<file path="config.mk">
export PLATFORM = sky130hd
export DESIGN_NAME = srb_queue
export DESIGN_NICKNAME = d
export VERILOG_FILES = /design/src/rtl/srb_queue.sv
export SDC_FILE = /design/constraint.sdc
export NUM_CORES = 1
export LEC_CHECK = 0
export ABC_AREA = 1
export BUFFER_PORTS_ARGS = -buffer_cell sky130_fd_sc_hd__buf_2
export CAP_MARGIN = 5
export CORE_ASPECT_RATIO = 0.75
export CORE_MARGIN = 3
export CORE_UTILIZATION = 45
export DETAILED_ROUTE_END_ITERATION = 8
export PLACE_DENSITY_LB_ADDON = 0.3
export SLEW_MARGIN = 10
export SYNTH_ARGS = -nofsm -noshare
export SYNTH_HDL_FRONTEND = slang
export SYNTH_SLANG_ARGS = --single-unit
</file>
<file path="constraint.sdc">
create_clock -name clock -period 1.2 [get_ports clock]
set_input_delay 0.12 -clock clock [delete_from_list [all_inputs] [get_ports clock]]
set_output_delay 0.12 -clock clock [all_outputs]
set_load 0.005 [all_outputs]
</file>
<file path="src/rtl/srb_queue.sv">
// Small register FIFO with occupancy count.
module srb_queue #(
   parameter int WIDTH = 8,
   parameter int DEPTH = 4,
   localparam int PW = (DEPTH > 1) ? $clog2(DEPTH) : 1,
   localparam int CW = $clog2(DEPTH + 1)
) (
   input  logic             clock,
   input  logic             reset,
   input  logic             push,
   input  logic [WIDTH-1:0] push_data,
   input  logic             pop,
   output logic [WIDTH-1:0] pop_data,
   output logic [CW-1:0]    count
);

   logic [WIDTH-1:0] data_ff [DEPTH];
   logic [PW-1:0]    wr_ptr_ff, wr_ptr_in;
   logic [PW-1:0]    rd_ptr_ff, rd_ptr_in;
   logic [CW-1:0]    count_ff, count_in;

   always_comb begin
      wr_ptr_in = wr_ptr_ff;
      rd_ptr_in = rd_ptr_ff;
      count_in  = count_ff;
      if (push) begin
         wr_ptr_in = (wr_ptr_ff == PW'(DEPTH - 1)) ? '0 : PW'(wr_ptr_ff + 1'b1);
      end
      if (pop) begin
         rd_ptr_in = (rd_ptr_ff == PW'(DEPTH - 1)) ? '0 : PW'(rd_ptr_ff + 1'b1);
      end
      if (push && !pop) begin
         count_in = CW'(count_ff + 1'b1);
      end else if (pop && !push) begin
         count_in = CW'(count_ff - 1'b1);
      end
   end

   always_ff @(posedge clock) begin
      if (reset) begin
         wr_ptr_ff <= '0;
         rd_ptr_ff <= '0;
         count_ff  <= '0;
      end else begin
         wr_ptr_ff <= wr_ptr_in;
         rd_ptr_ff <= rd_ptr_in;
         count_ff  <= count_in;
      end
   end

   always_ff @(posedge clock) begin
      if (push) begin
         data_ff[wr_ptr_ff] <= push_data;
      end
   end

   assign pop_data = data_ff[rd_ptr_ff];
   assign count    = count_ff;

endmodule

</file>
Yosys cells after proc, flatten, opt, wreduce, memory -nomap -nowiden
Memories as Yosys holds them, arrays and structs flattened. A register that Yosys moved wholly into a read port is not among the register bits. Cells that the tools add are included.

Add/subtract/negate cells: 4. Equality and inequality tests: 2. Multiplexer cells: 8. Reductions and logical operators: 5.

Operator list (number): 2-bit 2-to-1 mux (4); 3-bit 2-to-1 mux (2); 2-bit by 1-bit adder with 2-bit output (second input constant) (2); 2-bit == test (second input constant) (2); 3-bit by 1-bit adder with 3-bit output (second input constant) (1); 3-bit by 1-bit subtractor with 3-bit output (second input constant) (1); 1-bit logical AND (2); 1-bit zero test (2); 1-bit 2-to-1 mux (2); 2-bit nonzero test (1).

Register bits after elaboration: 7. RAM bits: 32. Input port bits: 12. Output and inout port bits: 11. Logic and storage cells: 23. Memories kept: 1.

Memory list: data_ff (depth 4, bits a word 8, rd ports 1, clocked after Yosys merged registers in 1, wr ports 1, RTL line 17) `logic [WIDTH-1:0] data_ff [DEPTH];`.

Logic depth before layout (Yosys ltp)
Gate-level depths: netlist (run 1).

Word-level depth: 4. Gate-level depth with buffers: 10. Depth with buffers taken out: 10.

Worst setup path after synthesis (run 1)
No wires, ideal clock.

Path kind: input-to-reg. From: in pop. To: reg count_ff[2], in the netlist count[2]. Library setup time: 0.110 ns. Arrival: 1.061 ns. Required time: 1.090 ns. Path slack: 0.029 ns. Stages: 10. Buffers on the path: 0. Cells stage by stage: inv_1 > ha_1 > inv_1 > fa_1 > inv_1 > nand2_1 > nand3_1 > nand2_1 > inv_1 > nor2_1.

Cells in the longest elaborated chain, start to end: 3. Elaborated cells between the ends (all ways): 5. Classes of those cells: mux: 1; reduce/logical: 4.

RTL lines: start: declaration (RTL line 12) `input logic pop,`; 1-bit zero test (RTL line 32) `if (push && !pop) begin`; 1-bit logical AND (RTL line 32); 3-bit 2-to-1 mux or 2-bit nonzero test (tied branches); end signal: assignment (RTL line 47) `count_ff <= count_in;`; end: declaration (RTL line 20) `logic [CW-1:0] count_ff, count_in;`.

Several ways; a longest one is shown, not always the timed one. A chain may end at the register's enable or synchronous reset.

==> impl_metrics.env, run 1 <==
export IMPL_timing_reg2reg_setup_slack_ns=0.04
export IMPL_nets=192
export IMPL_gr_usage_met2_pct=23.8
export IMPL_synth_avg_cell_area_um2=12.3
export IMPL_synth_area_leader_cell="edfxtp_1"
export IMPL_die_height_um=58.3
export IMPL_num_vias=1095
export IMPL_fin_crit_ns=1.31
export IMPL_worstSetupPathType="register to output port"
export IMPL_syn_inst=133
export IMPL_n_fill_cell=263
export IMPL_drt_pass1_iterations=4
export IMPL_drive_above_1_share_pct=36.2
export IMPL_final_common_cell="edfxtp_1"
export IMPL_port_buffers=22
export IMPL_worstPathRequired_ns=1.08
export IMPL_multiInputGateArea_um2=463
export IMPL_status="finished with violations"
export IMPL_maxSlewHeadroom_pct=87.6
export IMPL_holdPathStages=1
export IMPL_grt_pass1_wl_um=4740
export IMPL_htreeDepth=2
export IMPL_clockBufferDepth=2
export IMPL_final_area_um2=2100
export IMPL_pre_cts_ws_ns=-0.266
export IMPL_ant_nets=0
export IMPL_grt_start_max_net_pins=17
export IMPL_cts_made_buffers=5
export IMPL_clock_sinks=41
export IMPL_rsz0062_at_grt="true"
export IMPL_synth_top_area_share_pct=58.5
export IMPL_seq_area_frac_synth_pct=69.5
export IMPL_antenna_found_initial=0
export IMPL_endpoint_kind="output port"
export IMPL_vias_per_cell=4.89
export IMPL_drcViolationCount=0
export IMPL_finalSetupViolations=8
export IMPL_tightest_slew_ns=0.184
export IMPL_drv_slew=0
export IMPL_finalNonFillerCells=224
export IMPL_routed_wl_um=2980
export IMPL_gp_congestion=0.730
export IMPL_clock_root_buffer="clkbuf_8"
export IMPL_final_cell_mix="edfxtp_1, buf_2, nor2_1"
export IMPL_synthesis_nets=152
export IMPL_syn_to_final_growth_pct=27.8
export IMPL_track_usage_pct=15.2
export IMPL_synth_area_um2=1640
export IMPL_clkTransAtPathRegs_ns=0.07
export IMPL_reg2regPathDepth=7
export IMPL_hold_viol=0
export IMPL_arrival_ns=1.19
export IMPL_ys_ff_latch=41
export IMPL_clk_latency_ns=0.29
export IMPL_ys_types=19
export IMPL_initial_core_util_pct=48.3
export IMPL_seqCellArea_um2=1150
export IMPL_finalClockSkew_ns=0.00743
export IMPL_n_antenna_cell=0
export IMPL_grt_overflow=0
export IMPL_drt_wirelength_per_cell_um=13.3
export IMPL_irDropWorstVdd_mv=0.690
export IMPL_pwr_density_cell_nw_per_um2=1430
export IMPL_placed_area_um2=1900
export IMPL_min_path_type="input pin to register"
export IMPL_cp_max_fo=8
export IMPL_first_iter_violations=80
export IMPL_grt_pass1_vias=1041
export IMPL_failed_checks="negative setup slack"
export IMPL_worst_slack_ns=-0.112
export IMPL_hp_start="push_data[3]"
export IMPL_power_leakage_nw=0.849
export IMPL_core_area_um2=3400
export IMPL_finalPower_w=0.00300
export IMPL_die_area_um2=4420
export IMPL_tritoncts="done"
export IMPL_yosysWarnings=0
export IMPL_hold_buffers=0
export IMPL_synth_area_top_cells="edfxtp_1, dfxtp_1, nor2_1"
export IMPL_die_w_um=75.7
export IMPL_grtUsageMet3_pct=7.00
export IMPL_dp_hpwl_um=2100
export IMPL_reg2reg_from="count[1]$_SDFFE_PP0P_"
export IMPL_finalCritPeriodShare_pct=109
export IMPL_r2r_end="count[2]$_SDFFE_PP0P_"
export IMPL_grt_util_met1_pct=18.3
export IMPL_startpoint_type="register"
export IMPL_dp_cells=213
export IMPL_hold_end="data_ff[3][3]$_DFFE_PP_"
export IMPL_rows=18
export IMPL_ioPinCount=23
export IMPL_drv_cap=0
export IMPL_grt_busiest_layer="met2"
export IMPL_max_freq_mhz=762
-- layer usage --
metal / share of wire (%) / vias to the layer above
li1: - / 546
met4: 1.6 / 0
met1: 45 / 523
met3: 5.4 / 6
met2: 48 / 20
met5: 0 / -
-- stage by stage --
step / TNS [ns] / hold WS, ns / utilization (%)
3_5_place_dp: -0.458 / 0.335 / 56.0
3_3_place_gp: -0.224 / 0.332 / 56.0
2_1_floorplan: 0 / 0.192 / -
4_1_cts: -0.776 / 0.0273 / 60.3
5_1_grt: -1.41 / 0.0312 / 61.7
6_report: -0.781 / 0.0339 / 61.7
-- worst max-delay path by stage --
stage	from	to	depth (start not counted)	slack (ns)
final	register	pop_data[5]	4	-0.11
after global routing	register	pop_data[5]	4	-0.20
after CTS	register	pop_data[4]	4	-0.11
after detailed placement	pop	count[2]$_SDFFE_PP0P_	11	-0.27
after global placement	pop	count[2]$_SDFFE_PP0P_	11	-0.13
after floorplan	pop	count[2]$_SDFFE_PP0P_	10	0.03
-- critical path, cell delays in order (launching register included) --
cell	delay, ns
dfxtp_4	0.40
buf_6	0.15
o21ai_1	0.07
o22ai_1	0.14
buf_2	0.14
-- final cells by class --
type | count | area share (%)
clock buffers | 8 | 4.29
well taps | 50 | 2.98
inverters | 16 | 3.34
multi-input cells | 74 | 22.1
repair buffers | 35 | 12.4
flip-flops and latches | 41 | 54.9
-- synthesized netlist by cell type --
cell type	count
o22ai_1	8
fa_1	1
ha_1	6
inv_2	1
nand4_1	1
o21ai_1	2
nor2_2	2
buf_6	2
nor2_1	22
nor3_1	2
o21ai_0	15
nand2_1	8
a21oi_1	3
nand3_1	1
o21ai_2	2
dfxtp_1	9
inv_1	15
edfxtp_1	32
xor2_1	1
-- power breakdown --
group | internal, W | switching, W
clock network | 0.000469 | 0.000438
logic | 0.000206 | 0.000226
registers | 0.00161 | 0.0000473
total | 0.00229 | 0.000712
-- logic make-up after synthesis --
group,count (synthesis),share of synthesized area (%)
buffers and inverters,18,5.03
and+or+nand+nor,36,8.92
adders and majority gates,7,5.79
DFF,41,69.5
AOI/OAI and AO/OA,30,10.2
xor gates and xnor gates,1,0.534
-- state kept, by name, indices dropped and copies added, names as in the netlist, named ones only --
register and count:
count 3, data_ff 32, rd_ptr_ff 2, wr_ptr_ff 2
-- what timing repair did --
action / in CTS / in global routing
setup endpoints to repair: 11 / 9
setup buffers: 2 / 1
pin swaps: 5 / 8
gates resized for setup: 24 / 14
Note: power is estimated with default switching activity, not from simulation.
==> inputs of run 2 (changes only) <==
--- a/config.mk
+++ b/config.mk
@@ -13,6 +13,7 @@
 export CORE_UTILIZATION = 45
 export DETAILED_ROUTE_END_ITERATION = 8
 export PLACE_DENSITY_LB_ADDON = 0.3
+export REMOVE_ABC_BUFFERS = 1
 export SLEW_MARGIN = 10
 export SYNTH_ARGS = -nofsm -noshare
 export SYNTH_HDL_FRONTEND = slang
==> run 2 against run 1 <==
  * Sequential share of layout area shrank 1.2 points
  * The run still ends with negative setup slack left
  * Cell area grew 2.3%
  * Non-clock buffer count grew 1
==> impl_metrics.env, run 2 (synthesis gave the netlist of run 1 again) <==
export IMPL_pre_cts_ws_ns=-0.122
export IMPL_clock_root_buffer="clkbuf_8"
export IMPL_drv_cap=0
export IMPL_drv_slew=0
export IMPL_first_iter_violations=65
export IMPL_arrival_ns=1.18
export IMPL_final_common_cell="edfxtp_1"
export IMPL_holdPathStages=2
export IMPL_ioPinCount=23
export IMPL_clockBufferDepth=2
export IMPL_status="finished with violations"
export IMPL_grt_start_max_net_pins=17
export IMPL_die_height_um=58.3
export IMPL_finalClockSkew_ns=0.00416
export IMPL_tightest_slew_ns=0.165
export IMPL_reg2regPathDepth=4
export IMPL_nets=193
export IMPL_final_cell_mix="edfxtp_1, nor2_1, buf_2"
export IMPL_failed_checks="negative setup slack"
export IMPL_cts_made_buffers=5
export IMPL_placed_area_um2=1930
export IMPL_vias_per_cell=4.85
export IMPL_irDropWorstVdd_mv=0.688
export IMPL_core_area_um2=3400
export IMPL_grt_pass1_wl_um=4770
export IMPL_min_path_type="input pin to register"
export IMPL_cp_max_fo=16
export IMPL_worstPathRequired_ns=1.08
export IMPL_drt_pass1_iterations=6
export IMPL_num_vias=1092
export IMPL_rows=18
export IMPL_antenna_found_initial=0
export IMPL_syn_to_final_growth_pct=30.7
export IMPL_ant_nets=0
export IMPL_fin_crit_ns=1.30
export IMPL_clk_latency_ns=0.29
export IMPL_tritoncts="done"
export IMPL_cp_num_cells=4
export IMPL_hold_buffers=0
export IMPL_cp_cell_sequence="inv_6 -> nor2_1 -> o22ai_1 -> buf_2"
export IMPL_drive_above_1_share_pct=39.4
export IMPL_startpoint_type="register"
export IMPL_power_leakage_nw=0.868
export IMPL_pwr_density_cell_nw_per_um2=1470
export IMPL_die_area_um2=4420
export IMPL_rsz0062_at_grt="true"
export IMPL_maxSlewHeadroom_pct=88.9
export IMPL_track_usage_pct=15.5
export IMPL_finalCritPeriodShare_pct=108
export IMPL_final_area_um2=2150
export IMPL_dp_hpwl_um=2090
export IMPL_worstSetupPathType="register to output port"
export IMPL_port_buffers=22
export IMPL_largest_reg_flops=32
export IMPL_hold_viol=0
export IMPL_top_register="data_ff"
export IMPL_routed_wl_um=2970
export IMPL_finalSetupViolations=8
export IMPL_die_w_um=75.7
export IMPL_htreeDepth=2
export IMPL_max_stage_delay_ns=0.38
export IMPL_endpoint_kind="output port"
export IMPL_clkTransAtPathRegs_ns=0.07
export IMPL_n_antenna_cell=0
export IMPL_crit_family="flip-flops"
export IMPL_path_buf_inv=2
export IMPL_grt_overflow=0
export IMPL_worst_slack_ns=-0.102
export IMPL_grt_pass1_vias=1066
export IMPL_drt_wirelength_per_cell_um=13.2
export IMPL_clock_sinks=41
export IMPL_initial_core_util_pct=48.3
export IMPL_gp_congestion=0.787
export IMPL_max_freq_mhz=768
export IMPL_drcViolationCount=0
export IMPL_slowest_stage="dfxtp_4"
run 2: cell count changes in the layout (fill, tap and decap cells not counted), sizes merged:
cell	before	now
buf	35	36
bufinv	0	1
clkbuf	8	5
clkinv	0	1
clkinvlp	0	1
run 2: repair_timing:
item                                   in CTS  in global routing
gates resized for setup                    27                 14
setup endpoints to repair                   9                 37
endpoints found under the hold margin       0                  0
buffers inserted                            1                  1
gates cloned                                0                  0
pin swaps                                  11                  9
run 2: area by class of cell:
class,instances,area (um^2)
Sequential cell,41,1150
Inverter,16,67.6
Timing Repair Buffer,36,284
Clock buffer,5,68.8
Multi-Input combinational cell,74,469
Tap cell,50,62.6
Fill cell,266,1250
Clock inverter,3,41.3
run 2: layer usage:
metal  GRT usage (%)  part of all wire, %  vias to the layer above
li1                -                    -                      547
met1            17.6                   44                      521
met2            25.0                   50                       18
met3            6.66                  3.8                        6
met4            7.48                  2.1                        0
met5               0                    0                        -
run 2: stage by stage:
step,total power [W],setup TNS (ns),util (%),std cells,hold WS [ns]
5_1_grt,0.00332,-1.11,63.1,225,0.0264
6_report,0.00316,-0.582,63.1,225,0.0332
3_5_place_dp,0.00207,-0.193,56.8,215,0.336
2_1_floorplan,0.00187,0,-,131,0.192
3_3_place_gp,0.00205,-0.124,56.8,215,0.330
4_1_cts,0.00317,-0.828,62.2,224,0.0317
run 2: final timing paths:
check                              endpoint  slack (ns)                 startpoint
setup / recovery                pop_data[5]       -0.10                   register
hold / removal        count[0]$_SDFFE_PP0P_        0.03                      reset
setup reg to reg    data_ff[3][2]$_DFFE_PP_        0.06  wr_ptr_ff[1]$_SDFFE_PP0P_
hold reg to reg   wr_ptr_ff[1]$_SDFFE_PP0P_        0.52  wr_ptr_ff[1]$_SDFFE_PP0P_
run 2: power breakdown:
| part | leakage (nW) | total, W | internal, W | switching (W) |
|---|---|---|---|---|
| clock network | 0.0518 | 0.00106 | 0.000612 | 0.000446 |
| registers | 0.371 | 0.00166 | 0.00161 | 0.0000479 |
| logic | 0.445 | 0.000445 | 0.000217 | 0.000228 |
