## src/rtl/srb_pkg.sv

```systemverilog
// Shared types and constants for the sinogram rebinner.
package srb_pkg;

   localparam int MAX_OUT_BINS_DEF = 262144;
   localparam int MAX_ZOOM         = 8;

   localparam int SAMPLE_W  = 32;
   localparam int ACC_W     = 41;
   localparam int VALUE_W   = 40;
   localparam int DIM_W     = 10;
   localparam int RAD_W     = 9;
   localparam int ANG_W     = 9;
   localparam int PLANE_W   = 10;
   localparam int ZOOM_W    = 4;
   localparam int SUB_W     = 3;
   localparam int GROUP_W   = 3;
   localparam int PROD_W    = RAD_W + DIM_W;
   localparam int ADDR_FULL_W = PROD_W + 1;
   localparam int CMP_W     = 21;

   localparam int DIV_W     = 11;
   localparam int DIV_LANES = 5;
   localparam int DIV_CNT_W = 4;

   localparam int CSR_IDX_W  = 3;
   localparam int CSR_DATA_W = 10;

   localparam logic [CSR_IDX_W-1:0] CSR_RHO_IN    = 3'd0;
   localparam logic [CSR_IDX_W-1:0] CSR_THETA_IN  = 3'd1;
   localparam logic [CSR_IDX_W-1:0] CSR_PLANES_IN = 3'd2;
   localparam logic [CSR_IDX_W-1:0] CSR_RT_ZOOM   = 3'd3;
   localparam logic [CSR_IDX_W-1:0] CSR_Z_ZOOM    = 3'd4;

   localparam int CMD_DEPTH = 4;
   localparam int CMD_CNT_W = $clog2(CMD_DEPTH + 1);
   localparam int OUT_DEPTH = 4;
   localparam int OUT_CNT_W = $clog2(OUT_DEPTH + 1);

   typedef enum logic [1:0] {
      ST_LOAD,
      ST_DIV,
      ST_RUN
   } state_type;

   typedef struct packed {
      logic [SAMPLE_W-1:0] sample;
      logic                first;
      logic                emit;
      logic                frame_end;
      logic [PLANE_W-1:0]  plane;
      logic [ANG_W-1:0]    angle;
      logic [RAD_W-1:0]    radial;
   } op_type;

   typedef struct packed {
      logic [VALUE_W-1:0] bin_value;
      logic [PLANE_W-1:0] plane;
      logic [ANG_W-1:0]   angle;
      logic [RAD_W-1:0]   radial;
      logic               frame_end;
   } result_type;

endpackage

```

## src/rtl/srb_front.sv

```systemverilog
// Front end: config registers, geometry setup divider, raster counters, bin classification.
module srb_front #(
   parameter int MAX_OUT_BINS = srb_pkg::MAX_OUT_BINS_DEF,
   localparam int AW = (MAX_OUT_BINS > 1) ? $clog2(MAX_OUT_BINS) : 1
) (
   input  logic                             clock,
   input  logic                             reset,
   input  logic                             csr_we,
   input  logic [srb_pkg::CSR_IDX_W-1:0]    csr_index,
   input  logic [srb_pkg::CSR_DATA_W-1:0]   csr_wdata,
   input  logic                             req_valid,
   output logic                             req_ready,
   input  logic signed [srb_pkg::SAMPLE_W-1:0] req_sample,
   input  logic [srb_pkg::CMD_CNT_W-1:0]    cmd_count,
   output logic                             cmd_push,
   output logic [AW-1:0]                    cmd_addr,
   output srb_pkg::op_type                  cmd_op
);

   import srb_pkg::*;

   // config registers
   logic [DIM_W-1:0]  rho_in_ff, theta_in_ff, planes_in_ff;
   logic [ZOOM_W-1:0] rt_zoom_ff, z_zoom_ff;
   logic [DIM_W-1:0]  rho_c, theta_c, planes_c;
   logic [ZOOM_W-1:0] rt_c, zz_c;

   // setup divider
   state_type          state_ff, state_in;
   logic [DIV_CNT_W-1:0] div_cnt_ff, div_cnt_in;
   logic [DIV_W-1:0]   num_ff [DIV_LANES];
   logic [DIV_W-1:0]   num_in [DIV_LANES];
   logic [ZOOM_W-1:0]  rem_ff [DIV_LANES];
   logic [ZOOM_W-1:0]  rem_in [DIV_LANES];
   logic [ZOOM_W-1:0]  lane_div [DIV_LANES];
   logic [ZOOM_W:0]    step_sh [DIV_LANES];
   logic               step_ge [DIV_LANES];
   logic [DIV_W-1:0]   step_num [DIV_LANES];
   logic [ZOOM_W-1:0]  step_rem [DIV_LANES];

   // geometry and raster position
   logic [DIM_W-1:0]   rho_out_ff, rho_out_in;
   logic [DIM_W-1:0]   theta_out_ff, theta_out_in;
   logic [PLANE_W-1:0] planes_out_ff, planes_out_in;
   logic [RAD_W-1:0]   r_ff, r_in, orad_ff, orad_in;
   logic [ANG_W-1:0]   t_ff, t_in, oang_ff, oang_in;
   logic [SUB_W-1:0]   rr_ff, rr_in, tt_ff, tt_in;
   logic [PLANE_W-1:0] p_ff, p_in, opp_ff, opp_in;
   logic [GROUP_W-1:0] pig_ff, pig_in;

   logic               accept;
   logic [DIM_W-1:0]   r_inc, t_inc;
   logic [PLANE_W:0]   p_inc, opp_inc;
   logic [ZOOM_W-1:0]  pig_inc, rr_inc, tt_inc;
   logic               r_wrap, t_wrap, p_wrap, pig_wrap, rr_wrap, tt_wrap;
   logic               last_plane, first, emit, frame_end, in_range;
   logic [PROD_W-1:0]  prod;

   // classification stage
   logic               f1v_ff;
   op_type             f1_op_ff;
   logic               f1_range_ff;
   logic [PROD_W-1:0]  f1_prod_ff;
   logic [ADDR_FULL_W-1:0] addr_full;

   always_ff @(posedge clock) begin
      if (reset) begin
         rho_in_ff    <= DIM_W'(256);
         theta_in_ff  <= DIM_W'(288);
         planes_in_ff <= DIM_W'(207);
         rt_zoom_ff   <= ZOOM_W'(1);
         z_zoom_ff    <= ZOOM_W'(1);
      end else if (csr_we) begin
         case (csr_index)
            CSR_RHO_IN:    rho_in_ff    <= csr_wdata;
            CSR_THETA_IN:  theta_in_ff  <= csr_wdata;
            CSR_PLANES_IN: planes_in_ff <= csr_wdata;
            CSR_RT_ZOOM:   rt_zoom_ff   <= csr_wdata[ZOOM_W-1:0];
            CSR_Z_ZOOM:    z_zoom_ff    <= csr_wdata[ZOOM_W-1:0];
            default: ;
         endcase
      end
   end

   always_comb begin
      rho_c    = (rho_in_ff == '0) ? DIM_W'(1) :
                 (rho_in_ff > DIM_W'(512)) ? DIM_W'(512) : rho_in_ff;
      theta_c  = (theta_in_ff == '0) ? DIM_W'(1) :
                 (theta_in_ff > DIM_W'(512)) ? DIM_W'(512) : theta_in_ff;
      planes_c = (planes_in_ff == '0) ? DIM_W'(1) : planes_in_ff;
      rt_c     = (rt_zoom_ff == '0) ? ZOOM_W'(1) :
                 (rt_zoom_ff > ZOOM_W'(MAX_ZOOM)) ? ZOOM_W'(MAX_ZOOM) : rt_zoom_ff;
      zz_c     = (z_zoom_ff == '0) ? ZOOM_W'(1) :
                 (z_zoom_ff > ZOOM_W'(MAX_ZOOM)) ? ZOOM_W'(MAX_ZOOM) : z_zoom_ff;
   end

   // one restoring quotient bit per lane per cycle
   always_comb begin
      for (int i = 0; i < DIV_LANES; i++) begin
         lane_div[i] = (i == DIV_LANES - 1) ? zz_c : rt_c;
         step_sh[i]  = {rem_ff[i], num_ff[i][DIV_W-1]};
         step_ge[i]  = step_sh[i] >= {1'b0, lane_div[i]};
         step_rem[i] = step_ge[i] ? ZOOM_W'(step_sh[i] - {1'b0, lane_div[i]})
                                  : step_sh[i][ZOOM_W-1:0];
         step_num[i] = {num_ff[i][DIV_W-2:0], step_ge[i]};
      end
   end

   assign req_ready = (state_ff == ST_RUN) &&
                      ((4'(cmd_count) + 4'(f1v_ff)) < 4'(CMD_DEPTH));
   assign accept    = req_valid && req_ready;

   always_comb begin
      r_inc    = DIM_W'({1'b0, r_ff} + 1'b1);
      t_inc    = DIM_W'({1'b0, t_ff} + 1'b1);
      p_inc    = (PLANE_W + 1)'({1'b0, p_ff} + 1'b1);
      opp_inc  = (PLANE_W + 1)'({1'b0, opp_ff} + 1'b1);
      pig_inc  = ZOOM_W'({1'b0, pig_ff} + 1'b1);
      rr_inc   = ZOOM_W'({1'b0, rr_ff} + 1'b1);
      tt_inc   = ZOOM_W'({1'b0, tt_ff} + 1'b1);
      r_wrap   = r_inc >= rho_c;
      t_wrap   = t_inc >= theta_c;
      p_wrap   = p_inc >= {1'b0, planes_c};
      pig_wrap = pig_inc >= zz_c;
      rr_wrap  = rr_inc >= rt_c;
      tt_wrap  = tt_inc >= rt_c;

      last_plane = pig_wrap || p_wrap;
      first      = (pig_ff == '0) && (tt_ff == '0) && (rr_ff == '0);
      emit       = last_plane && (tt_inc == rt_c) && (rr_inc == rt_c);
      in_range   = ({1'b0, orad_ff} < rho_out_ff) && ({1'b0, oang_ff} < theta_out_ff);
      frame_end  = p_wrap && (opp_inc >= {1'b0, planes_out_ff}) &&
                   (DIM_W'({1'b0, oang_ff} + 1'b1) == theta_out_ff) &&
                   (DIM_W'({1'b0, orad_ff} + 1'b1) == rho_out_ff);
      prod       = PROD_W'(oang_ff) * PROD_W'(rho_out_ff);
   end

   always_comb begin
      state_in      = state_ff;
      div_cnt_in    = div_cnt_ff;
      num_in        = num_ff;
      rem_in        = rem_ff;
      rho_out_in    = rho_out_ff;
      theta_out_in  = theta_out_ff;
      planes_out_in = planes_out_ff;
      r_in    = r_ff;
      t_in    = t_ff;
      p_in    = p_ff;
      rr_in   = rr_ff;
      tt_in   = tt_ff;
      orad_in = orad_ff;
      oang_in = oang_ff;
      opp_in  = opp_ff;
      pig_in  = pig_ff;

      case (state_ff)
         ST_LOAD: begin
            num_in[0] = DIV_W'(r_ff);
            num_in[1] = DIV_W'(t_ff);
            num_in[2] = DIV_W'(rho_c);
            num_in[3] = DIV_W'(theta_c);
            num_in[4] = DIV_W'(DIV_W'(planes_c) + DIV_W'(zz_c) - 1'b1);
            for (int i = 0; i < DIV_LANES; i++) begin
               rem_in[i] = '0;
            end
            div_cnt_in = '0;
            state_in   = ST_DIV;
         end
         ST_DIV: begin
            num_in     = step_num;
            rem_in     = step_rem;
            div_cnt_in = DIV_CNT_W'(div_cnt_ff + 1'b1);
            if (div_cnt_ff == DIV_CNT_W'(DIV_W - 1)) begin
               state_in      = ST_RUN;
               orad_in       = step_num[0][RAD_W-1:0];
               rr_in         = step_rem[0][SUB_W-1:0];
               oang_in       = step_num[1][ANG_W-1:0];
               tt_in         = step_rem[1][SUB_W-1:0];
               rho_out_in    = step_num[2][DIM_W-1:0];
               theta_out_in  = step_num[3][DIM_W-1:0];
               planes_out_in = step_num[4][PLANE_W-1:0];
            end
         end
         ST_RUN: begin
            if (accept) begin
               if (!r_wrap) begin
                  r_in = r_inc[RAD_W-1:0];
                  if (rr_wrap) begin
                     rr_in   = '0;
                     orad_in = RAD_W'(orad_ff + 1'b1);
                  end else begin
                     rr_in = rr_inc[SUB_W-1:0];
                  end
               end else begin
                  r_in    = '0;
                  rr_in   = '0;
                  orad_in = '0;
                  if (!t_wrap) begin
                     t_in = t_inc[ANG_W-1:0];
                     if (tt_wrap) begin
                        tt_in   = '0;
                        oang_in = ANG_W'(oang_ff + 1'b1);
                     end else begin
                        tt_in = tt_inc[SUB_W-1:0];
                     end
                  end else begin
                     t_in    = '0;
                     tt_in   = '0;
                     oang_in = '0;
                     p_in    = p_inc[PLANE_W-1:0];
                     if (pig_wrap) begin
                        pig_in = '0;
                        opp_in = opp_inc[PLANE_W-1:0];
                     end else begin
                        pig_in = pig_inc[GROUP_W-1:0];
                     end
                     if (p_wrap) begin
                        p_in   = '0;
                        pig_in = '0;
                        opp_in = '0;
                     end
                  end
               end
            end
         end
         default: state_in = ST_LOAD;
      endcase

      if (csr_we) begin
         state_in = ST_LOAD;
      end
   end

   always_ff @(posedge clock) begin
      if (reset) begin
         state_ff      <= ST_LOAD;
         div_cnt_ff    <= '0;
         rho_out_ff    <= '0;
         theta_out_ff  <= '0;
         planes_out_ff <= '0;
         r_ff    <= '0;
         t_ff    <= '0;
         p_ff    <= '0;
         rr_ff   <= '0;
         tt_ff   <= '0;
         orad_ff <= '0;
         oang_ff <= '0;
         opp_ff  <= '0;
         pig_ff  <= '0;
         f1v_ff  <= 1'b0;
      end else begin
         state_ff      <= state_in;
         div_cnt_ff    <= div_cnt_in;
         rho_out_ff    <= rho_out_in;
         theta_out_ff  <= theta_out_in;
         planes_out_ff <= planes_out_in;
         r_ff    <= r_in;
         t_ff    <= t_in;
         p_ff    <= p_in;
         rr_ff   <= rr_in;
         tt_ff   <= tt_in;
         orad_ff <= orad_in;
         oang_ff <= oang_in;
         opp_ff  <= opp_in;
         pig_ff  <= pig_in;
         f1v_ff  <= accept;
      end
   end

   always_ff @(posedge clock) begin
      num_ff <= num_in;
      rem_ff <= rem_in;
      if (accept) begin
         f1_op_ff.sample    <= req_sample;
         f1_op_ff.first     <= first;
         f1_op_ff.emit      <= emit;
         f1_op_ff.frame_end <= frame_end;
         f1_op_ff.plane     <= opp_ff;
         f1_op_ff.angle     <= oang_ff;
         f1_op_ff.radial    <= orad_ff;
         f1_range_ff        <= in_range;
         f1_prod_ff         <= prod;
      end
   end

   assign addr_full = ADDR_FULL_W'(f1_prod_ff) + ADDR_FULL_W'(f1_op_ff.radial);
   assign cmd_push  = f1v_ff && f1_range_ff &&
                      (CMP_W'(addr_full) < CMP_W'(MAX_OUT_BINS));
   assign cmd_addr  = addr_full[AW-1:0];
   assign cmd_op    = f1_op_ff;

endmodule

```

## config.mk

```make
export PLATFORM = sky130hd
export DESIGN_NAME = srb_front
export DESIGN_NICKNAME = d
export VERILOG_FILES = /design/src/rtl/srb_pkg.sv /design/src/rtl/srb_front.sv
export SDC_FILE = /design/constraint.sdc
export NUM_CORES = 1
export LEC_CHECK = 0
export BUFFER_PORTS_ARGS = -buffer_cell sky130_fd_sc_hd__buf_2
export CORE_MARGIN = 2
export CORE_UTILIZATION = 45
export DETAILED_ROUTE_END_ITERATION = 8
export MAX_ROUTING_LAYER = met4
export PLACE_DENSITY = 0.63
export SLEW_MARGIN = 20
export SYNTH_ARGS = -nofsm -noshare
export SYNTH_HDL_FRONTEND = slang
export SYNTH_SLANG_ARGS = --single-unit
```

## constraint.sdc

```tcl
create_clock -name clock -period 5.92 [get_ports clock]
set_clock_uncertainty 0.05 [all_clocks]
set_input_delay 0.592 -clock clock [delete_from_list [all_inputs] [get_ports clock]]
set_output_delay 0.592 -clock clock [all_outputs]
set_load 0.05 [all_outputs]
```

# Word-level counts from Yosys, hierarchy flattened
# Index checks and enable logic that the tools add are counted.
# W data, S select, Z words.
# totals
regBits	298
rom_bits	0
mem_bits_rw	0
input_bits	52
output_inout_bits	83
latchBits	0
wordCells	188
memories	0
# classes
n_lt_le_gt_ge	20
shift	0
n_reduce_logical	42
n_mul	1
add_sub_neg	21
n_div	0
n_bitwise	1
mux	48
n_eq_ne	16
# op_table
op	count
$pmux W55 S2	1
$mux W9	11
$mux W10	8
$add A9 B1 Y10 const B	4
$pmux W20 S2	1
$mux W4	9
$pmux W9 S2	2
$mux W3	11
$logic_not A10 Y1	3
$ge A5 B4 Y1	5
$add A10 B1 Y11 const B	2
$ge A11 B10 Y1	2
$add A19 B9 Y20	1
$eq A10 B10 Y1	2
$ge A10 B10 Y1	2
$gt A10 B10 Y1 const B	2
$lt A20 B19 Y1 const B	1
$lt A9 B10 Y1	2
$sub A4 B4 Y4	5
$mul A9 B10 Y19	1
$add A9 B1 Y9 const B	2
$reduce_and A2 Y1	8
$add A3 B1 Y4 const B	3
$ge A4 B4 Y1	3
30 further kinds	58

# Logic depth before layout (Yosys ltp)
# Gate-level depths: netlist of the first run.
# depth
depth_word	9
mapped_depth	19
ltp_nobuf	18

# Worst setup path after synthesis of the first run
# No wires, ideal clock.
# synth_path
kind	flip-flop to flip-flop
start	register oang_ff[7]
end	register f1_prod_ff[18], data pin
required_time_ns	5.610
n_path_buf	2
setup_slack_ns	1.145
setup_time_ns	0.260
arrival_time_ns	4.465
stages_incl_launch_ff	18
synth_period_minus_slack_ns	4.775
cell_sequence	dfxtp_1 > clkbuf_1 > clkbuf_1 > nand2_1 > fa_1 > fa_1 > inv_1 > fa_1 > inv_1 > fa_1 > inv_1 > ha_1 > or3_1 > o211ai_1 > a31oi_1 > a21o_1 > a21oi_1 > xnor2_1
# synth_via
elab_chain_cells	1
# synth_lines
item	line	text
start, declared	srb_front.sv:46	logic [ANG_W-1:0] t_ff, t_in, oang_ff, oang_in;
start signal, assigned	srb_front.sv:263	oang_ff <= oang_in;
$mul A9 B10 Y19	srb_front.sv:135	prod = PROD_W'(oang_ff) * PROD_W'(rho_out_ff);
named net prod[18]	srb_front.sv:57	logic [PROD_W-1:0] prod;
end signal, assigned	srb_front.sv:282	f1_prod_ff <= prod;
end, declared	srb_front.sv:63	logic [PROD_W-1:0] f1_prod_ff;
# The timed path passes the listed nets, and every way through them passes these cells.
# A chain may end at the register's enable or synchronous reset.

# Worst setup path after layout of the first run
# Same ends and word-level chain as after synthesis.

==> results.yml, run 1 <==
clock_network:
  cts.sink_count: 298
  root_buffer: "clkbuf_16"
  clockBufferDepth: 3
  path_clk_slew_ps: 60
  tritoncts: "yes"
  ctsHtreeMaxLevel: 2
  postCtsSetupRepairBufs: 0
  cts.repair.resized: 0
  cts_made_buffers: 37
  worstSkewPairLatency_ps: 550
  cts_hold_buf: 0
setup_path:
  cpPeakStageDelay_ps: 730
  path_common_cell: "fa_1"
  critPathKind: "reg2reg"
  cpMaxStageDelayCell: "dfxtp_1"
  crit_buf_inv: 3
  end_kind: "register"
  crit_start: "oang_ff[7]$_SDFFE_PP0P_"
  critPathMaxFanout: 20
  cp.required_ps: 6160
  cp_top_family: "adder cells"
  rr_startpoint: "oang_ff[7]$_SDFFE_PP0P_"
  cp_data_arrival_time_ps: 5240
  path_cells: "nand2_1 > fa_1 > fa_1 > inv_1 > fa_1 > inv_1 > fa_1 > inv_1 > ha_1 > or3_1 > o211ai_1 > a31oi_1 > a21o_1 > a21oi_1 > xnor2_1"
  crit_path_start_kind: "register"
logic_synthesis:
  synth_common_cells: "nand2_1, inv_1, ha_1, edfxtp_1, dfxtp_1"
  synthFlopType: "edfxtp_1"
  yosysMostFrequentCell: "nand2_1"
  yosysWarnings: 0
  synth_edf_count: 158
  ys_ff_latch: 298
  synth_area_leader_cell: "edfxtp_1"
  synth_cell_type_count: 79
  synthesis.nets: 2308
  syn-cell-area_um2: 18900
  async_flop_share_pct: 0
  syn_area_per_cell_um2: 9.32
  ys_top_cells_by_area: "edfxtp_1, dfxtp_1, ha_1"
  synth_top_area_share_pct: 25.2
  ys_seq_area_share_pct: 40.0
  syn-instance-count: 2024
place:
  post-place-ws_ps: 944
  hpwl_um: 34800
  dp.cells: 2621
  place.gp.congestion: 0.916
  numPortBuffers: 134
floorplanning:
  die_area_um2: 43600
  die_w_um: 209
  core_um2: 41100
  fp-row-count: 74
  fp.dieH_um: 209
  start_util_pct: 45.9
  ios: 135
sta:
  fin_setup_tns_ps: 0
  period_share_pct: 84.5
  tightestPinTransition_ps: 1070
  holdWs_ps: 170
  period_needed_ps: 5000
  relSlewSlack_pct: 28.6
  setup_viol: 0
  finalMaxSlewViolations: 0
  rsz0062_at_grt: "false"
  finalHoldViolCount: 0
  fmax_mhz: 200
  fin_ws_ps: 920
power:
  ir_drop_mv: 0.152
  power_density_nw_per_um2: 236
  p_leak_nw: 9.03
grt:
  first_global_vias: 14683
  grt_max_degree: 78
  use_met3_pct: 3.86
  grt-busiest-layer: "met2"
  antenna_found_initial: 0
  grtUsageMet2_pct: 37.9
  grt.met1_usage_pct: 28.5
  grt_use_total_pct: 22.7
  grt_pass1_wl_um: 77200
  grt_overflow_total: 0
layout:
  regArea_um2: 7550
  multiInputGateArea_um2: 10200
  finalNonFillerCells: 2688
  final_nets: 2412
  areaGrowthSynthToFinish_pct: 12.6
  diodes: 0
  final_util_pct: 51.7
  nFillCells: 3804
  drive_gt1_share_pct: 10.8
hold_path:
  min_path_type: "in2reg"
  min_from: "req_sample[20]"
route:
  routedWlPerCell_um: 17.8
  avgViaCountPerCell: 5.46
  drcViolationCount: 0
  drtIter0Drc: 966
  postRouteAntennaNets: 0
  drt_wl_total_um: 47800
  vias: 14687
  firstDrtPassIters: 5
status:
  status: "finished clean"
run:
  maxCapViolCount: 0
-- power by group --
part           leakage, nW  switching, mW  total [mW]  internal [mW]
clock                0.621          0.921        2.38           1.45
sequential            2.79         0.0306        2.25           2.22
combinational         5.62          0.245       0.382          0.136
total                 9.03           1.20        5.01           3.81
-- registers in the layout (all words and copies together), names as in the netlist, 19 cells and up --
signal and flops:
num_ff 55, cmd_op 63, rem_ff 20, f1_prod_ff 19
-- worst reg2reg max path, cell delays in order, from the launching register on --
cell	delay, ps
dfxtp_1	730
nand2_1	170
fa_1	540
fa_1	540
inv_1	50
fa_1	540
inv_1	60
fa_1	530
inv_1	40
ha_1	240
or3_1	410
o211ai_1	240
a31oi_1	160
a21o_1	200
a21oi_1	170
xnor2_1	90
-- worst paths after layout --
check,depth (start not counted),slack (ps),end
worst max register to register,15,920,f1_prod_ff[18]$_DFFE_PP_
worst min register to register,2,410,planes_out_ff[9]$_SDFFE_PP0P_
worst min-delay path,1,170,cmd_op[51]$_DFFE_PP_
worst max-delay path,15,920,f1_prod_ff[18]$_DFFE_PP_
-- cell families after synthesis --
family,Yosys count,synth area share [%]
adder cells (fa/ha/maj),232,17.9
XOR/XNOR,93,4.32
multiplexers,23,1.23
buffers and inverters,283,5.84
flip-flops,298,40.0
AO/OA/AOI/OAI,386,13.0
AND/OR/NAND/NOR,709,17.6
-- stage by stage --
step           power [mW]  area, µm²
6_report             5.01      21200
5_1_grt              5.21      21200
4_1_cts              5.07      21200
3_5_place_dp         2.68      20000
3_3_place_gp         2.67      20000
2_1_floorplan        2.55      18900
-- per-layer routing --
metal / up-vias / part of all wire [%]
li1: 7205 / -
met1: 6996 / 44
met2: 400 / 47
met3: 86 / 5.8
met4: 0 / 2.5
met5: - / 0
-- layout make-up --
cell class / count / area share (%)
multi-input combinational: 1443 / 48.1
clock inverter: 26 / 1.46
timing repair buffer: 146 / 3.59
inverter: 202 / 3.58
sequential: 298 / 35.5
clock buffer: 41 / 4.58
tap: 532 / 3.13
-- cell usage in the layout, fill, tap and decap left out, types with 11 or more instances in the layout --
master	instances
buf_4	13
buf_2	133
nand3_1	55
xor2_1	38
inv_1	197
o21a_1	15
clkbuf_16	38
o21ai_1	11
and3_1	25
ha_1	168
nor4_1	11
o32ai_1	14
nand2_1	305
nor3_1	31
nor2b_1	15
nand4_1	15
a211oi_1	22
o21ai_0	81
a21oi_1	137
a31oi_1	11
nand2b_1	17
and2_1	51
edfxtp_1	158
o211ai_1	11
a32o_1	15
dfxtp_1	140
nor2_1	136
mux2i_1	21
xnor2_1	55
a21o_1	16
fa_1	64
Note: power is estimated with default switching activity, not from simulation.
==> run 2: changes to the inputs <==
ABC_AREA = 1   (was default)
clock period = 4.91 ns   (was 5.92 ns; I/O delays follow)
==> results.yml, run 2 <==
route:
  drtIter0Drc: 762
  routedWlPerCell_um: 15.6
  postRouteAntennaNets: 0
  vias: 15655
  drcViolationCount: 0
  firstDrtPassIters: 5
  avgViaCountPerCell: 5.11
  drt_wl_total_um: 47900
clock_network:
  clockBufferDepth: 3
  cts_made_buffers: 36
  postCtsSetupRepairBufs: 0
  cts.sink_count: 298
  worstSkewPairLatency_ps: 550
  tritoncts: "yes"
  cts.repair.resized: 0
  path_clk_slew_ps: 60
  cts_hold_buf: 0
  root_buffer: "clkbuf_16"
  ctsHtreeMaxLevel: 2
sta:
  fin_setup_tns_ps: 0
  period_share_pct: 95.7
  period_needed_ps: 4700
  rsz0062_at_grt: "false"
  fin_ws_ps: 212
  relSlewSlack_pct: 28.9
  tightestPinTransition_ps: 1060
  finalHoldViolCount: 0
  fmax_mhz: 213
  setup_viol: 0
  finalMaxSlewViolations: 0
run:
  maxCapViolCount: 0
place:
  numPortBuffers: 134
  place.gp.congestion: 0.897
  post-place-ws_ps: 221
  hpwl_um: 36500
grt:
  grt_overflow_total: 0
  first_global_vias: 15299
  grt_use_total_pct: 22.6
  antenna_found_initial: 0
  grt_max_degree: 68
  grt_pass1_wl_um: 77900
setup_path:
  path_cells: "nand2_1 > inv_1 > fa_1 > inv_1 > fa_1 > inv_1 > fa_1 > inv_1 > fa_1 > inv_1 > ha_1 > a21oi_1 > a21boi_0 > inv_1 > a21o_1 > nand2_1 > nand2_1 > xor2_1"
  critPathMaxFanout: 12
  critPathKind: "reg2reg"
  crit_path_start_kind: "register"
  rr_startpoint: "rho_out_ff[3]$_SDFFE_PP0P_"
  r2r.worst_path.cells: 18
  reg2reg_to: "f1_prod_ff[15]$_DFFE_PP_"
  path_common_cell: "inv_1"
  crit_start: "rho_out_ff[3]$_SDFFE_PP0P_"
  cp_top_family: "adder cells"
  cp_data_arrival_time_ps: 4930
  cp.required_ps: 5140
  rrSetupSlack_ps: 210
  worstSetupEndpoint: "f1_prod_ff[15]$_DFFE_PP_"
  cpPeakStageDelay_ps: 530
  crit_buf_inv: 6
  cpMaxStageDelayCell: "fa_1"
  end_kind: "register"
  crit_cells: 18
floorplanning:
  die_area_um2: 44300
  die_w_um: 210
  core_um2: 42000
  fp.dieH_um: 210
  start_util_pct: 45.6
  ios: 135
  fp-row-count: 75
layout:
  largest_reg_flops: 63
  nFillCells: 4014
  multiInputGateArea_um2: 9830
  diodes: 0
  layout_common_cells: "nand2_1, inv_1, nor2_1"
  regArea_um2: 7550
  final_nets: 2782
  areaGrowthSynthToFinish_pct: 12.9
  drive_gt1_share_pct: 9.74
  final_common_cell: "nand2_1"
logic_synthesis:
  synth_top_area_share_pct: 24.7
  ys_seq_area_share_pct: 39.4
  syn_area_per_cell_um2: 8.11
  synthesis.nets: 2648
  ys_top_cells_by_area: "edfxtp_1, dfxtp_1, ha_1"
  yosysMostFrequentCell: "nand2_1"
  yosysWarnings: 0
  synthFlopType: "edfxtp_1"
  async_flop_share_pct: 0
  syn-instance-count: 2364
  synth_edf_count: 158
  synth_cell_type_count: 46
  ys_ff_latch: 298
  synth_common_cells: "nand2_1, inv_1, nor2_1, o21ai_0, ha_1"
  synth_area_leader_cell: "edfxtp_1"
  syn-cell-area_um2: 19200
power:
  power.total_mw: 5.99
  p_leak_nw: 10.5
  ir_drop_mv: 0.224
  power_density_nw_per_um2: 277
hold_path:
  min_from: "req_sample[19]"
  min_path_type: "in2reg"
status:
  status: "finished clean"
==> run 2: final cells by class <==
| cell class | instances | share of cell area (%) |
|---|---|---|
| clock buffers | 52 | 5.01 |
| clock inverters | 14 | 0.520 |
| inverters | 405 | 7.07 |
| multi-input cells | 1597 | 45.4 |
| flip-flops and latches | 298 | 34.8 |
| well taps | 539 | 3.11 |
| repair buffers | 160 | 4.06 |
==> run 2: report_power, final <==
| group | internal, mW | leakage (nW) | total (mW) | switching, mW |
|---|---|---|---|---|
| Sequential | 2.71 | 2.76 | 2.75 | 0.0441 |
| Clock | 1.59 | 0.580 | 2.65 | 1.06 |
| Combinational | 0.196 | 7.12 | 0.591 | 0.396 |
==> run 2: logic make-up (layout without fill, tap and decap cells) <==
| logic type | Yosys count | after routing | synth area share (%) |
|---|---|---|---|
| simple gates | 920 | 920 | 19.9 |
| buf+inv | 469 | 631 | 9.39 |
| compound gates | 372 | 372 | 10.4 |
| flops | 298 | 298 | 39.4 |
| fa+ha+maj | 232 | 232 | 17.6 |
| xor+xnor | 73 | 73 | 3.33 |
==> run 2: worst min-delay path by stage <==
stage / endpoint / cells after the start
2_1_floorplan: cmd_op[26]$_DFFE_PP_ / 0
3_3_place_gp: cmd_op[26]$_DFFE_PP_ / 0
3_5_place_dp: cmd_op[26]$_DFFE_PP_ / 0
4_1_cts: cmd_op[50]$_DFFE_PP_ / 1
5_1_grt: cmd_op[62]$_DFFE_PP_ / 1
6_report: cmd_op[50]$_DFFE_PP_ / 1
==> run 2: worst register-to-register path, cell delays in order (launching register included) <==
cell      delay, ps
dfxtp_1         490
nand2_1         140
inv_1            60
fa_1            530
inv_1            50
fa_1            470
inv_1            60
fa_1            530
inv_1            50
fa_1            520
inv_1            40
ha_1            340
a21oi_1         140
a21boi_0        400
inv_1           110
a21o_1          190
nand2_1          60
nand2_1          50
xor2_1          140
==> run 2: stage by stage <==
step | instances | hold WS, ps | area [µm²] | util, %
floorplan | 2364 | 358 | 19200 | -
global placement | 2999 | 374 | 20500 | 48.7
detailed placement | 2999 | 374 | 20500 | 48.7
CTS | 3065 | 40.0 | 21700 | 51.5
global route | 3065 | 49.5 | 21700 | 51.5
finish | 3065 | 72.5 | 21700 | 51.5
==> run 2: routing by layer <==
metal / global-route usage [%] / wire length [µm]
met2: 37.7 / 22500
met3: 3.07 / 2220
met5: - / 0
met1: 28.3 / 21700
met4: 8.06 / 1460
==> run 3: changes to the inputs <==
clock period = 5.85 ns   (was 4.91 ns; I/O delays follow)
==> results.yml, run 3 (synthesis gave the netlist of run 2 again) <==
sta:
  relSlewSlack_pct: 39.1
  holdWs_ps: 161
  period_needed_ps: 4990
  fmax_mhz: 201
  finalMaxSlewViolations: 0
  period_share_pct: 85.2
  finalHoldViolCount: 0
  setup_viol: 0
  fin_ws_ps: 865
  fin_setup_tns_ps: 0
  rsz0062_at_grt: "false"
  tightestPinTransition_ps: 913
power:
  power.total_mw: 4.99
  power_frac_seq_pct: 46.2
  p_leak_nw: 10.4
  p_switching_mw: 1.28
  swShare_pct: 25.7
  ir_drop_mv: 0.178
  power_density_nw_per_um2: 232
  p_clk_share_pct: 43.9
  power.share.combinational_pct: 9.9
  p_int_mw: 3.71
layout:
  final_area_um2: 21500
  diodes: 0
  layout_common_cells: "nand2_1, inv_1, nor2_1"
  areaGrowthSynthToFinish_pct: 12.1
  final_nets: 2766
  final_common_cell: "nand2_1"
  finalNonFillerCells: 3049
  final_util_pct: 51.1
  drive_gt1_share_pct: 9.24
  largest_reg_flops: 63
setup_path:
  cp_data_arrival_time_ps: 5210
  cp.required_ps: 6080
  cp_top_family: "adder cells"
  critPathMaxFanout: 18
  crit_path_start_kind: "register"
  end_kind: "register"
  critPathKind: "reg2reg"
  path_cells: "nand2_1 > fa_1 > inv_1 > fa_1 > inv_1 > fa_1 > fa_1 > inv_1 > ha_1 > a21oi_1 > o21ai_0 > a21boi_0 > inv_1 > nand2_1 > nand2_1 > nand3_1 > nand2_1 > xor2_1"
  cpPeakStageDelay_ps: 750
  cpMaxStageDelayCell: "dfxtp_1"
  crit_buf_inv: 4
clock_network:
  root_buffer: "clkbuf_16"
  cts_hold_buf: 0
  postCtsSetupRepairBufs: 0
  worstSkewPairLatency_ps: 550
  tritoncts: "yes"
  ctsHtreeMaxLevel: 2
  cts_made_buffers: 36
  cts.repair.resized: 0
  path_clk_slew_ps: 60
  clockBufferDepth: 3
  cts.sink_count: 298
route:
  drtIter0Drc: 885
  firstDrtPassIters: 5
  drcViolationCount: 0
  avgViaCountPerCell: 5.16
  postRouteAntennaNets: 0
  vias: 15740
  drt_wl_total_um: 48200
  routedWlPerCell_um: 15.8
place:
  hpwl_um: 36200
  dp.cells: 2983
  numPortBuffers: 134
  place.gp.congestion: 0.898
  post-place-ws_ps: 927
  placed_area_um2: 20300
grt:
  antenna_found_initial: 0
  grt_overflow_total: 0
  first_global_vias: 15329
  grt_max_degree: 68
  grt_pass1_wl_um: 77800
  grt_use_total_pct: 22.6
floorplanning:
  ios: 135
  fp-row-count: 75
  die_w_um: 210
  core_um2: 42000
  die_area_um2: 44300
  fp.dieH_um: 210
  start_util_pct: 45.6
status:
  status: "finished clean"
run:
  maxCapViolCount: 0
hold_path:
  min_path_type: "in2reg"
-- run 3: final cells by class --
type	count	area, µm²
clock buffers	48	1020
repair buffers	144	746
multi-input cells	1597	9840
clock inverters	18	139
flip-flops and latches	298	7550
well taps	539	674
inverters	405	1530
fillers	4011	20500
-- run 3: final timing paths --
check	cells past startpoint	end	slack, ps	start
setup / recovery	18	f1_prod_ff[16]$_DFFE_PP_	860	oang_ff[0]$_SDFFE_PP0P_
hold / removal	1	cmd_op[38]$_DFFE_PP_	160	req_sample[7]
setup reg to reg	18	f1_prod_ff[16]$_DFFE_PP_	860	oang_ff[0]$_SDFFE_PP0P_
hold reg to reg	0	cmd_op[26]$_DFFE_PP_	400	opp_ff[8]$_SDFFE_PP0P_
-- run 3: power by group through the flow --
stage	combinational [mW]	sequential [mW]	clock [mW]
global placement	0.473	2.35	0
finish	0.493	2.31	2.19
global route	0.570	2.31	2.33
floorplan	0.352	2.34	0
CTS	0.493	2.31	2.24
detailed placement	0.490	2.35	0
-- run 3: routing by layer --
metal	part of all wire [%]	track usage, %
met5	0	-
met4	3.1	7.43
met3	5.2	3.49
met2	46	37.4
met1	45	28.5
